$ cat src/hdl/gsem_pkg.sv
package gsem_pkg;

    localparam int MAX_WIDTH_DEF  = 1024;
    localparam int MAX_HEIGHT_DEF = 4096;

    localparam int CFG_WIDTH_W  = 11;
    localparam int CFG_HEIGHT_W = 13;
    localparam int CFG_DATA_W   = 13;
    localparam int CFG_IDX_W    = 1;

    localparam logic [CFG_WIDTH_W-1:0]  WIDTH_RESET  = 11'd640;
    localparam logic [CFG_HEIGHT_W-1:0] HEIGHT_RESET = 13'd480;
    localparam int MIN_DIM = 3;

    localparam logic [15:0] GRAY_B = 16'd7471;
    localparam logic [15:0] GRAY_G = 16'd38470;
    localparam logic [15:0] GRAY_R = 16'd19595;

    localparam int SUM_W = 21;
    localparam logic [SUM_W-1:0] SQ_SAT = 21'd65025;

    typedef enum logic [CFG_IDX_W-1:0] {
        REG_IMAGE_WIDTH  = 1'b0,
        REG_IMAGE_HEIGHT = 1'b1
    } t_cfg_reg;

    typedef enum logic {
        OP_PIXEL = 1'b0,
        OP_DRAIN = 1'b1
    } t_opcode;

    typedef struct packed {
        logic       opcode;
        logic [7:0] pixel_blue;
        logic [7:0] pixel_green;
        logic [7:0] pixel_red;
    } t_pix_item;

    typedef struct packed {
        logic [7:0] edge_value;
        logic       on_border;
        logic       frame_end;
    } t_edge_item;

    typedef struct packed {
        logic busy;
        logic done;
    } t_sqrt_status;

    function automatic logic [7:0] gray_of(input logic [7:0] b, input logic [7:0] g,
                                           input logic [7:0] r);
        logic [23:0] acc;
        acc = 24'(b) * 24'(GRAY_B) + 24'(g) * 24'(GRAY_G) + 24'(r) * 24'(GRAY_R);
        return acc[23:16];
    endfunction

endpackage

$ cat src/hdl/gsem_sqrt.sv
module gsem_sqrt (
    input  logic                         i_clk,
    input  logic                         i_rst_n,
    input  logic                         i_start,
    input  logic [gsem_pkg::SUM_W-1:0]   i_sum,
    output gsem_pkg::t_sqrt_status       o_status,
    output logic [7:0]                   o_root
);
    import gsem_pkg::*;

    logic        r_busy;
    logic        r_done;
    logic [15:0] r_s;
    logic [7:0]  r_acc;
    logic [2:0]  r_bit;
    logic [7:0]  r_root;
    logic [7:0]  trial;
    logic [15:0] trial_sq;
    logic [7:0]  n_acc;

    always_comb begin
        trial    = r_acc | (8'd1 << r_bit);
        trial_sq = 16'(trial) * 16'(trial);
        n_acc    = (trial_sq < r_s) ? trial : r_acc;
    end

    // The loop finds the largest root whose square stays below the sum; one more is the ceiling.
    always_ff @(posedge i_clk) begin
        if (!i_rst_n) begin
            r_busy <= 1'b0;
            r_done <= 1'b0;
        end else begin
            r_done <= 1'b0;
            if (i_start) begin
                if (i_sum > SQ_SAT) begin
                    r_done <= 1'b1;
                    r_root <= 8'd255;
                end else begin
                    r_busy <= 1'b1;
                    r_s    <= i_sum[15:0];
                    r_acc  <= 8'd0;
                    r_bit  <= 3'd7;
                end
            end else if (r_busy) begin
                r_acc <= n_acc;
                if (r_bit == 3'd0) begin
                    r_busy <= 1'b0;
                    r_done <= 1'b1;
                    r_root <= (r_s == 16'd0) ? 8'd0 : n_acc + 8'd1;
                end else begin
                    r_bit <= r_bit - 3'd1;
                end
            end
        end
    end

    assign o_status.busy = r_busy;
    assign o_status.done = r_done;
    assign o_root        = r_root;
endmodule

$ cat config.mk
export PLATFORM = sky130hd
export DESIGN_NAME = gsem_sqrt
export DESIGN_NICKNAME = d
export VERILOG_FILES = /design/src/hdl/gsem_pkg.sv /design/src/hdl/gsem_sqrt.sv
export SDC_FILE = /design/constraint.sdc
export NUM_CORES = 1
export LEC_CHECK = 0
export BUFFER_PORTS_ARGS = -buffer_cell sky130_fd_sc_hd__clkbuf_2
export CORE_MARGIN = 10
export CORE_UTILIZATION = 51
export DETAILED_ROUTE_END_ITERATION = 6
export MAX_ROUTING_LAYER = met4
export PLACE_DENSITY = 0.7
export SLEW_MARGIN = 20
export SYNTH_ARGS = -nofsm -noshare
export SYNTH_HDL_FRONTEND = slang
export SYNTH_SLANG_ARGS = --single-unit
$ cat constraint.sdc
create_clock -name i_clk -period 12.7 [get_ports i_clk]
set_input_delay 0 -clock i_clk [delete_from_list [all_inputs] [get_ports i_clk]]
set_output_delay 0 -clock i_clk [all_outputs]
set_load 0.02 [all_outputs]
---- After elaboration in Yosys (flattened, before gate mapping) ----
Cells that the tools add are included.
storage, ports and cells
  register bits ........................... 37
  input port bits ......................... 24
cells by class
  eq/ne operators ......................... 3
  multiplexer cells ....................... 21
  add/subtract/negate cells ............... 2
  reduce and logical (&&, ||, !) cells .... 8
  bitwise operators ....................... 2
  magnitude comparators ................... 2
  multiply operators ...................... 1
  shift-type cells ........................ 1
operators with widths
  operator                                                                 count
  8-bit 2-to-1 mux                                                         9
  21-bit by 16-bit > comparator with 1-bit output, second input constant   1
  16-bit zero test                                                         1
  16-bit < comparator                                                      1
  8-bit by 8-bit multiplier with 16-bit output                             1
  3-bit 2-to-1 mux                                                         4
  8-bit by 1-bit adder with 8-bit output, second input constant            1
  1-bit 2-to-1 mux                                                         8
  8-bit OR                                                                 1
  4-bit AND reduction                                                      2
  1-bit by 3-bit left shift with 8-bit output, first input constant        1
  3-bit AND reduction                                                      2
  2-bit inequality test, second input constant                             2
  2-bit nonzero test                                                       2
  3-bit zero test                                                          1
  3-bit by 1-bit subtractor with 3-bit output, second input constant       1
  2-bit by 1-bit inequality test with 1-bit output, second input constant  1
  1-bit NOT                                                                1

---- Logic depth before layout (Yosys ltp) ----
Gate-level depths: netlist (run 1).
  depth after elaboration ................. 10
  mapped depth ............................ 34
  mapped depth without buffers ............ 34

---- Worst setup path before layout (run 1) ----
No wires, ideal clock.
  kind .................................... reg-to-reg
  start point ............................. reg r_bit[0]
  end point ............................... reg r_root[6], in the netlist o_root[6], data pin
  arrival time ............................ 6.597 ns
  stages on the path, launching flop included .. 31
  setup slack ............................. 5.834 ns
  clock period less this slack ............ 6.866 ns
  path through ............................ edfxtp_1 > ha_1 > a21oi_1 > inv_1 > nand2_1 > inv_1 > fa_1 > fa_1 > inv_1 > fa_1 > fa_1 > inv_1 > ha_1 > nor2_1 > nor2_1 > a31oi_1 > nor2b_1 > o21ai_0 > a21oi_1 > xor2_1 > ha_1 > nand4_1 > or3_1 > o21ai_4 > nor2_4 > a21oi_1 > inv_1 > ha_1 > o2111ai_2 > xnor2_1 > o21ai_1
on the way
  cells in the longest elaborated chain, start to end .. 10
RTL lines
  item                                           RTL line         text
  start, declared                                gsem_sqrt.sv:15  logic [2:0] r_bit;
  start signal, assigned                         gsem_sqrt.sv:51  r_bit <= r_bit - 3'd1;
  1-bit by 3-bit left shift with 8-bit output *  gsem_sqrt.sv:22  trial = r_acc | (8'd1 << r_bit);
  8-bit OR *                                     gsem_sqrt.sv:22
  8-bit by 8-bit multiplier with 16-bit output   gsem_sqrt.sv:23  trial_sq = 16'(trial) * 16'(trial);
  16-bit < comparator                            gsem_sqrt.sv:24  n_acc = (trial_sq < r_s) ? trial : r_acc;
  8-bit 2-to-1 mux *                             gsem_sqrt.sv:24
  via n_acc[0]                                   gsem_sqrt.sv:19  logic [7:0] n_acc;
  8-bit by 1-bit adder with 8-bit output *       gsem_sqrt.sv:49  r_root <= (r_s == 16'd0) ? 8'd0 : n_acc + 8'd1;
  8-bit 2-to-1 mux *                             gsem_sqrt.sv:49
  8-bit 2-to-1 mux *                             gsem_sqrt.sv:46  if (r_bit == 3'd0) begin
  8-bit 2-to-1 mux *                             gsem_sqrt.sv:44  end else if (r_busy) begin
  8-bit 2-to-1 mux *                             gsem_sqrt.sv:34  if (i_start) begin
  end signal, assigned                           gsem_sqrt.sv:49
  end, declared                                  gsem_sqrt.sv:16  logic [7:0] r_root;
Mark *: on every way through the listed nets, which the timed path passes. The rest lies on a longest branch. The select of a mux whose other input is x is not followed.
A chain may end at the register's enable or synchronous reset.

---- Final worst setup path (run 1) ----
  start point ............................. reg r_bit[2]
  end point ............................... reg r_root[4], in the netlist o_root[4], data pin
Same word-level chain as after synthesis.

==> results.toml, run 1 <==
[floorplanning]
dieArea_sq_um = 10900
die_height_um = 105
start_util = 0.531
pin_count = 34
die_w_um = 105
core_sq_um = 6870
floorplan.rows = 30

[worst_setup_path]
cp_max_fo = 9
cp-start-kind = "register"
crit_top_cell = "inv_1"
worst_setup_path_end_kind = "register"
required_ns = 12.73
critPathSlowestCell = "a21oi_1"
crit_type = "register to register"
cpPeakStageDelay_ns = 0.66
arrival_ns = 7.90

[grt]
use_met1 = 0.188
grt_first_pass_wirelength_mm = 13.5
overflow = 0
use_met2 = 0.255
grt-busiest-layer = "met2"
first_global_vias = 2873
use_met3 = 0.0240
grt_max_degree = 17
track_usage = 0.151
antenna_found_initial = 0

[timing]
fin_crit_ns = 7.88
fin_skew_ns = 0.00978
timing.final.ws_setup_ns = 4.82
setup_viol = 0
rsz0062_at_grt = "false"
fin_crit_sh = 0.620
finalMaxSlewViolations = 0
final-hold-violation-count = 0
max_slew_margin = 0.470
worst_pin_slew_ns = 0.795
whs_ns = 0.0841
setup_tns_ns = 0
max_freq_mhz = 127

[synthesis]
netlist_area_sq_um = 3640
ys_warn_count = 0
avgSynthCellArea_sq_um = 9.69
synth_fp_nets = 472
synth_seq_cells = 37
synth_edf_count = 35
synthFlopType = "edfxtp_1"
yosysSeqAreaShare = 0.299
synth-async-reset-ratio = 0
synth_cell_types = 47
synthCells = 376

[layout]
final_nets = 524
fin_cells = 525
area_growth_pct = 14.7
diodes = 0
fin_area_sq_um = 4180
drive_gt1_frac = 0.128

[cts]
root_buffer = "clkbuf_8"
clockBufferDepth = 2
insertion_delay_ns = 0.29
htree_levels = 2
cts_resized = 0
cts_made_buffers = 5
cts_tree = "built"
clock-sinks = 37
clkTransAtPathRegs_ns = 0.08

[drt]
vias_per_cell = 5.24
drc_errors = 0
wire_per_inst_um = 14.9
drt_first_pass_iters = 4
drt_iter0_markers = 117
routed_wl_mm = 7.82
ant_nets = 0
route.vias.total = 2749

[place]
io_buffers = 33
place_area_sq_um = 3900
dp_hpwl_mm = 6.17
dp.cells = 500
place_ws_ns = 5.01
finalWeightedCongestion = 0.835

[pwr]
power_leakage_nw = 1.92
p_sw_mw = 0.0764
clkPwrFrac = 0.342
p_int_mw = 0.221
power_switching_share = 0.257
combPwrFrac = 0.201
power.density_nw_per_um2 = 71.0
seq_power_share = 0.457
irDropWorstVdd_uv = 78.0

[flow_run]
cap_violations = 0

[worst_hold_path]
hold_class = "input pin to register"

[outcome]
status = "finished, final reports clean"
layout make-up:
cell class	count	area, sq um
Fill cell	612	2690
Multi-Input combinational cell	263	2250
Sequential cell	37	1090
Timing Repair Buffer	50	335
Inverter	71	267
Tap cell	96	120
Clock buffer	5	68.8
Clock inverter	3	46.3
critical path, delay by kind of cell (launching register included):
kind / cells / cell delay, ns
fa+ha+maj: 7 / 2.86
xor+xnor: 2 / 0.23
buf+inv: 6 / 0.69
compound gates: 8 / 1.95
simple gates: 7 / 1.28
flops: 1 / 0.60
worst paths after layout:
check                                       startpoint                       to  slack, ns  cells past startpoint
worst max register to register  r_bit[2]$_SDFFCE_PP1P_  o_root[4]$_SDFFCE_PP1P_       4.82                     30
worst max-delay path            r_bit[2]$_SDFFCE_PP1P_  o_root[4]$_SDFFCE_PP1P_       4.82                     30
worst min register to register     r_busy$_SDFFE_PN0N_      r_busy$_SDFFE_PN0N_       0.54                      2
worst min-delay path                         i_sum[16]      r_busy$_SDFFE_PN0N_       0.08                      4
kinds of logic after synthesis:
kind of cell               synth area share
other                               0.00206
and+or+nand+nor                       0.146
buffers and inverters                0.0824
adders and majority gates             0.299
AOI/OAI and AO/OA                     0.121
xor gates and xnor gates             0.0505
DFF                                   0.299
routing by layer:
| layer | routed length [um] | part of all wire |
|---|---|---|
| met2 | 3830 | 0.49 |
| met4 | 52 | 0.0067 |
| met3 | 280 | 0.036 |
| met1 | 3650 | 0.47 |
| met5 | 0 | 0 |
cell usage after synthesis, drive strengths merged (2+ instances only):
master | count | area share
a211oi | 2 | 0.0041
a21o | 4 | 0.0082
a21oi | 19 | 0.029
a31oi | 4 | 0.011
and2 | 6 | 0.010
buf | 3 | 0.0072
clkbuf | 2 | 0.0021
conb | 2 | 0.0021
dfxtp | 2 | 0.011
edfxtp | 35 | 0.29
fa | 25 | 0.14
ha | 47 | 0.16
inv | 71 | 0.073
nand2 | 16 | 0.016
nand2b | 5 | 0.0086
nand3 | 2 | 0.0027
nand4 | 6 | 0.010
nor2 | 39 | 0.042
nor2b | 6 | 0.012
nor3 | 10 | 0.014
nor4 | 7 | 0.012
o2111ai | 4 | 0.013
o21a | 3 | 0.0062
o21ai | 19 | 0.029
o31ai | 3 | 0.010
or2 | 3 | 0.0051
xnor2 | 15 | 0.036
xor2 | 6 | 0.014
repair_timing:
item	CTS	global route
endpoints found under the hold margin	18	0
endpoints found under the setup margin	0	0
buffers inserted	0	0
hold buffers	17	0
through the flow:
| step | power, mW | util |
|---|---|---|
| after floorplan | 0.179 | - |
| after global placement | 0.192 | 0.567 |
| after detailed placement | 0.194 | 0.567 |
| after CTS | 0.299 | 0.609 |
| after global routing | 0.314 | 0.609 |
| final | 0.297 | 0.609 |
state kept, by name (all words and copies together), names as in the netlist:
signal / cells
o_root: 8
r_acc: 8
r_bit: 3
r_busy: 1
r_done: 1
r_s: 16
power by group through the flow:
stage               sequential, mW  combinational, mW  clock (mW)
finish                       0.136             0.0597       0.102
global route                 0.136             0.0684       0.110
CTS                          0.136             0.0596       0.104
detailed placement           0.138             0.0551           0
global placement             0.138             0.0535           0
floorplan                    0.139             0.0394           0
cell usage in the layout, fill, tap and decap left out, types with 3 or more instances in the layout:
cell type	Yosys	final
a21o_1	4	4
a21oi_1	16	16
a21oi_2	3	3
a31oi_1	3	3
and2_1	6	6
clkbuf_2	0	33
clkbuf_8	0	5
dlygate4sd3_1	0	17
edfxtp_1	35	35
fa_1	25	25
ha_1	47	47
inv_1	71	71
nand2_1	16	16
nand2b_1	5	5
nand4_1	6	6
nor2_1	38	38
nor2b_1	5	5
nor3_1	10	10
nor4_1	7	7
o21a_1	3	3
o21ai_0	11	11
o21ai_1	7	7
or2_2	3	3
xnor2_1	15	15
xor2_1	6	6
Note: power is estimated with default switching activity, not from simulation.
==> run 2, diff against run 1 <==
ABC_AREA = 1   (was unset)
clock period = 7.9 ns   (was 12.7 ns; I/O delays follow)
==> results.toml, run 2 <==
[timing]
rsz0062_at_grt = "false"
fin_crit_ns = 7.17
worst_pin_slew_ns = 0.758
fin_skew_ns = 0.00715
max_slew_margin = 0.495
finalMaxSlewViolations = 0
setup_tns_ns = 0
max_freq_mhz = 140
fin_crit_sh = 0.907
setup_viol = 0
final-hold-violation-count = 0

[layout]
multi_input_area_sq_um = 2240
top_register = "r_s"
fin_cells = 606
largest_reg_flops = 16
area_growth_pct = 13.7
seqCellArea_sq_um = 1090
mostFrequentLayoutCells = "104 x inv_1, 90 x nand2_1, 47 x ha_1"
postLayoutCoreUtil = 0.593
final_nets = 602
diodes = 0
drive_gt1_frac = 0.114
fin_area_sq_um = 4280
final_common_cell = "inv_1"
final.fill_count = 671

[drt]
routed_wl_mm = 8.27
route.vias.total = 3001
drc_errors = 0
vias_per_cell = 4.95
drt_iter0_markers = 85
ant_nets = 0
drt_first_pass_iters = 4
wire_per_inst_um = 13.6

[synthesis]
yosys-top-cells-area = "edfxtp_1 28%, ha_1 16%, fa_1 13%"
synthFlopType = "edfxtp_1"
netlist_area_sq_um = 3760
synth_edf_count = 35
avgSynthCellArea_sq_um = 8.29
synthCells = 454
synth_most_common_cell = "inv_1"
synth_top_area_share = 0.279
yosys.area.top_type = "edfxtp_1"
synth_cell_types = 35
ys_warn_count = 0
synth_fp_nets = 550
synth_common_cells = "105 x inv_1, 90 x nand2_1, 47 x ha_1"
yosysSeqAreaShare = 0.290
synth_seq_cells = 37
synth-async-reset-ratio = 0

[grt]
grt-busiest-layer = "met2"
first_global_vias = 3157
grt_first_pass_wirelength_mm = 14.4
use_met1 = 0.189
grt_max_degree = 17
use_met2 = 0.271
track_usage = 0.158
antenna_found_initial = 0
use_met3 = 0.0169
overflow = 0

[worst_setup_path]
arrival_ns = 7.21
path_delay_family = "adder cells"
worst_setup_path_end_kind = "register"
cp_max_fo = 11
crit_top_cell = "inv_1"
cp-start-kind = "register"
crit_type = "register to register"
reg2reg_slack_ns = 0.73
worst-path-buf-inv = 6
required_ns = 7.94
critPathSlowestCell = "fa_1"
cpPeakStageDelay_ns = 0.56

[cts]
clockBufferDepth = 2
cts_made_buffers = 5
cts_setup_buffers = 0
clock-sinks = 37
htree_levels = 2
insertion_delay_ns = 0.29
root_buffer = "clkbuf_8"
cts_tree = "built"
clkTransAtPathRegs_ns = 0.08

[floorplanning]
floorplan.rows = 31
die_w_um = 106
core_sq_um = 7210
pin_count = 34
start_util = 0.522
die_height_um = 106
dieArea_sq_um = 11200

[place]
io_buffers = 33
dp_hpwl_mm = 6.66
finalWeightedCongestion = 0.895
dp.cells = 581
place_area_sq_um = 4020

[pwr]
power.density_nw_per_um2 = 226
irDropWorstVdd_uv = 139
power_leakage_nw = 2.25
power_mw = 0.966

[outcome]
status = "finished, final reports clean"

[flow_run]
cap_violations = 0

[worst_hold_path]
hold_class = "input pin to register"
-- run 2: cell count changes in the layout (fill, tap and decap cells not counted), sizes merged, moves of 5 or more --
cell	before	now
a21oi	19	29
and2	6	0
nand3	2	17
nor3	10	3
nor2b	6	0
nand2b	5	0
inv	71	107
nor2	39	34
nand2	16	96
-- run 2: cell type report --
type | instances | share of cell area
multi-input cells | 304 | 0.524
inverters | 108 | 0.0947
flip-flops and latches | 37 | 0.255
well taps | 99 | 0.0289
clock inverters | 2 | 0.00234
clock buffers | 6 | 0.0169
repair buffers | 50 | 0.0783
-- run 2: through the flow --
stage / hold slack, ns / worst slack (ns)
6_report: 0.0668 / 0.732
5_1_grt: 0.116 / 0.0256
4_1_cts: 0.0716 / 0.431
3_5_place_dp: 0.180 / 0.469
3_3_place_gp: 0.180 / 0.769
2_1_floorplan: 0.0989 / 1.33
-- run 2: metal layers --
layer / part of all wire / vias to the layer above
met4: 0.017 / 0
met2: 0.51 / 59
met5: 0 / -
li1: - / 1532
met3: 0.032 / 12
met1: 0.44 / 1398
-- run 2: kinds of logic (layout without fill, tap and decap cells) --
| family | count (synthesis) | in the layout | synth area share |
|---|---|---|---|
| buf+inv | 113 | 166 | 0.117 |
| simple gates | 160 | 160 | 0.182 |
| fa+ha+maj | 72 | 72 | 0.289 |
| compound gates | 54 | 54 | 0.0828 |
| other cells | 2 | 2 | 0.00199 |
| flops | 37 | 37 | 0.290 |
| xor+xnor | 16 | 16 | 0.0372 |
-- run 2: path summary, 6_finish.rpt --
kind / end / start / cells after the start
worst max-delay path: o_root[6]$_SDFFCE_PP1P_ / r_bit[0]$_SDFFCE_PP1P_ / 33
worst min-delay path: r_busy$_SDFFE_PN0N_ / i_sum[19] / 4
worst max register to register: o_root[6]$_SDFFCE_PP1P_ / r_bit[0]$_SDFFCE_PP1P_ / 33
worst min register to register: r_busy$_SDFFE_PN0N_ / r_busy$_SDFFE_PN0N_ / 2
-- run 2: worst min-delay path: stages --
cell and delay [ns]:
clkbuf_2 0.08, nor3b_1 0.05, nand3_1 0.11, a21oi_1 0.07
-- run 2: power by group --
part	switching, mW	total (mW)	internal, mW
clock	0.0675	0.129	0.0611
combinational	0.364	0.611	0.247
sequential	0.00251	0.226	0.223
total	0.434	0.966	0.532
-- run 2: what timing repair did --
item | CTS | global route
endpoints found under the hold margin | 17 | 0
hold buffers | 17 | 0
endpoints found under the setup margin | 0 | 4
resized for setup | 0 | 4
==> run 3, diff against run 2 <==
ABC_AREA = unset   (was 1)
==> results.toml, run 3 (synthesis results as in run 1) <==
[floorplanning]
dieArea_sq_um = 10900
die_w_um = 105
die_height_um = 105
start_util = 0.531
core_sq_um = 6870
pin_count = 34
floorplan.rows = 30

[drt]
route.vias.total = 2798
drt_iter0_markers = 122
drc_errors = 0
drt_first_pass_iters = 4
wire_per_inst_um = 15.3
routed_wl_mm = 8.22
vias_per_cell = 5.21
ant_nets = 0

[pwr]
irDropWorstVdd_uv = 162
power_mw = 0.476
power_leakage_nw = 1.98
power.density_nw_per_um2 = 111

[layout]
final_nets = 536
final.fill_count = 580
area_growth_pct = 17.6
largest_reg_flops = 16
seqCellArea_sq_um = 1090
fin_cells = 537
mostFrequentLayoutCells = "71 x inv_1, 46 x ha_1, 38 x nor2_1"
multi_input_area_sq_um = 2280
final_common_cell = "inv_1"
top_register = "r_s"
diodes = 0
drive_gt1_frac = 0.150

[place]
io_buffers = 33
finalWeightedCongestion = 0.873
dp_hpwl_mm = 6.45
dp.cells = 505

[timing]
fin_skew_ns = 0.00602
finalMaxSlewViolations = 0
setup_viol = 0
max_freq_mhz = 136
max_slew_margin = 0.558
fin_crit_ns = 7.35
final-hold-violation-count = 0
fin_crit_sh = 0.930
setup_tns_ns = 0
rsz0062_at_grt = "false"
worst_pin_slew_ns = 0.663

[cts]
cts_made_buffers = 5
insertion_delay_ns = 0.29
htree_levels = 2
root_buffer = "clkbuf_8"
clkTransAtPathRegs_ns = 0.07
cts_tree = "built"
clockBufferDepth = 2
clock-sinks = 37

[worst_setup_path]
crit_top_cell = "inv_1"
cpPeakStageDelay_ns = 0.56
worst_setup_path_end_kind = "register"
crit_type = "register to register"
critPathSlowestCell = "fa_1"
cp_max_fo = 10
arrival_ns = 7.38
cp-start-kind = "register"
required_ns = 7.93

[flow_run]
cap_violations = 0

[worst_hold_path]
hold_class = "input pin to register"

[grt]
grt_max_degree = 17
overflow = 0
track_usage = 0.156
antenna_found_initial = 0
first_global_vias = 2981
grt_first_pass_wirelength_mm = 14.0

[outcome]
status = "finished, final reports clean"
[run 3: stage by stage]
step,util,setup slack [ns],hold WS (ns),area (sq um)
2_1_floorplan,-,1.03,0.0989,3640
3_3_place_gp,0.573,0.525,0.184,3930
3_5_place_dp,0.573,0.383,0.184,3930
4_1_cts,0.613,0.350,0.0689,4210
5_1_grt,0.624,0.0269,0.109,4290
6_report,0.624,0.551,0.0807,4290
[run 3: where the power goes]
part / leakage (nW) / total (mW) / internal [mW] / switching (mW)
Sequential: 0.330 / 0.218 / 0.217 / 0.00120
Combinational: 1.60 / 0.0993 / 0.0454 / 0.0539
Clock: 0.0528 / 0.158 / 0.0932 / 0.0652
[run 3: final timing paths]
| kind | from | end | slack [ns] | cells after the start |
|---|---|---|---|---|
| worst min register to register | r_busy$_SDFFE_PN0N_ | r_busy$_SDFFE_PN0N_ | 0.53 | 2 |
| worst min-delay path | i_sum[16] | r_busy$_SDFFE_PN0N_ | 0.08 | 4 |
| worst max-delay path | r_bit[0]$_SDFFCE_PP1P_ | o_root[6]$_SDFFCE_PP1P_ | 0.55 | 30 |
| worst max register to register | r_bit[0]$_SDFFCE_PP1P_ | o_root[6]$_SDFFCE_PP1P_ | 0.55 | 30 |
[run 3: per-layer routing]
metal / share of wire / up-vias / global-route usage
met5: 0 / - / -
met4: 0.011 / 0 / 0.0348
met3: 0.050 / 9 / 0.0270
met2: 0.49 / 78 / 0.261
met1: 0.45 / 1319 / 0.194
li1: - / 1392 / -
[run 3: repair_timing]
item | in CTS | in global routing
resized for setup | 0 | 4
hold endpoints to repair | 18 | 0
hold buffers | 17 | 0
setup buffers | 0 | 7
setup endpoints to repair | 0 | 4
[run 3: layout make-up]
cell class,count,share of cell area
clock inverter,2,0.00788
clock buffer,6,0.0169
multi-input combinational,263,0.531
timing repair buffer,62,0.0992
inverter,71,0.0622
tap,96,0.0280
sequential,37,0.254
[run 3: worst max-delay path: cells and delay by family (launching register included)]
kind / cells / cell delay [ns]
buf+inv: 5 / 0.42
simple gates: 6 / 1.24
xor+xnor: 2 / 0.33
fa+ha+maj: 8 / 3.13
flops: 1 / 0.45
compound gates: 9 / 1.52
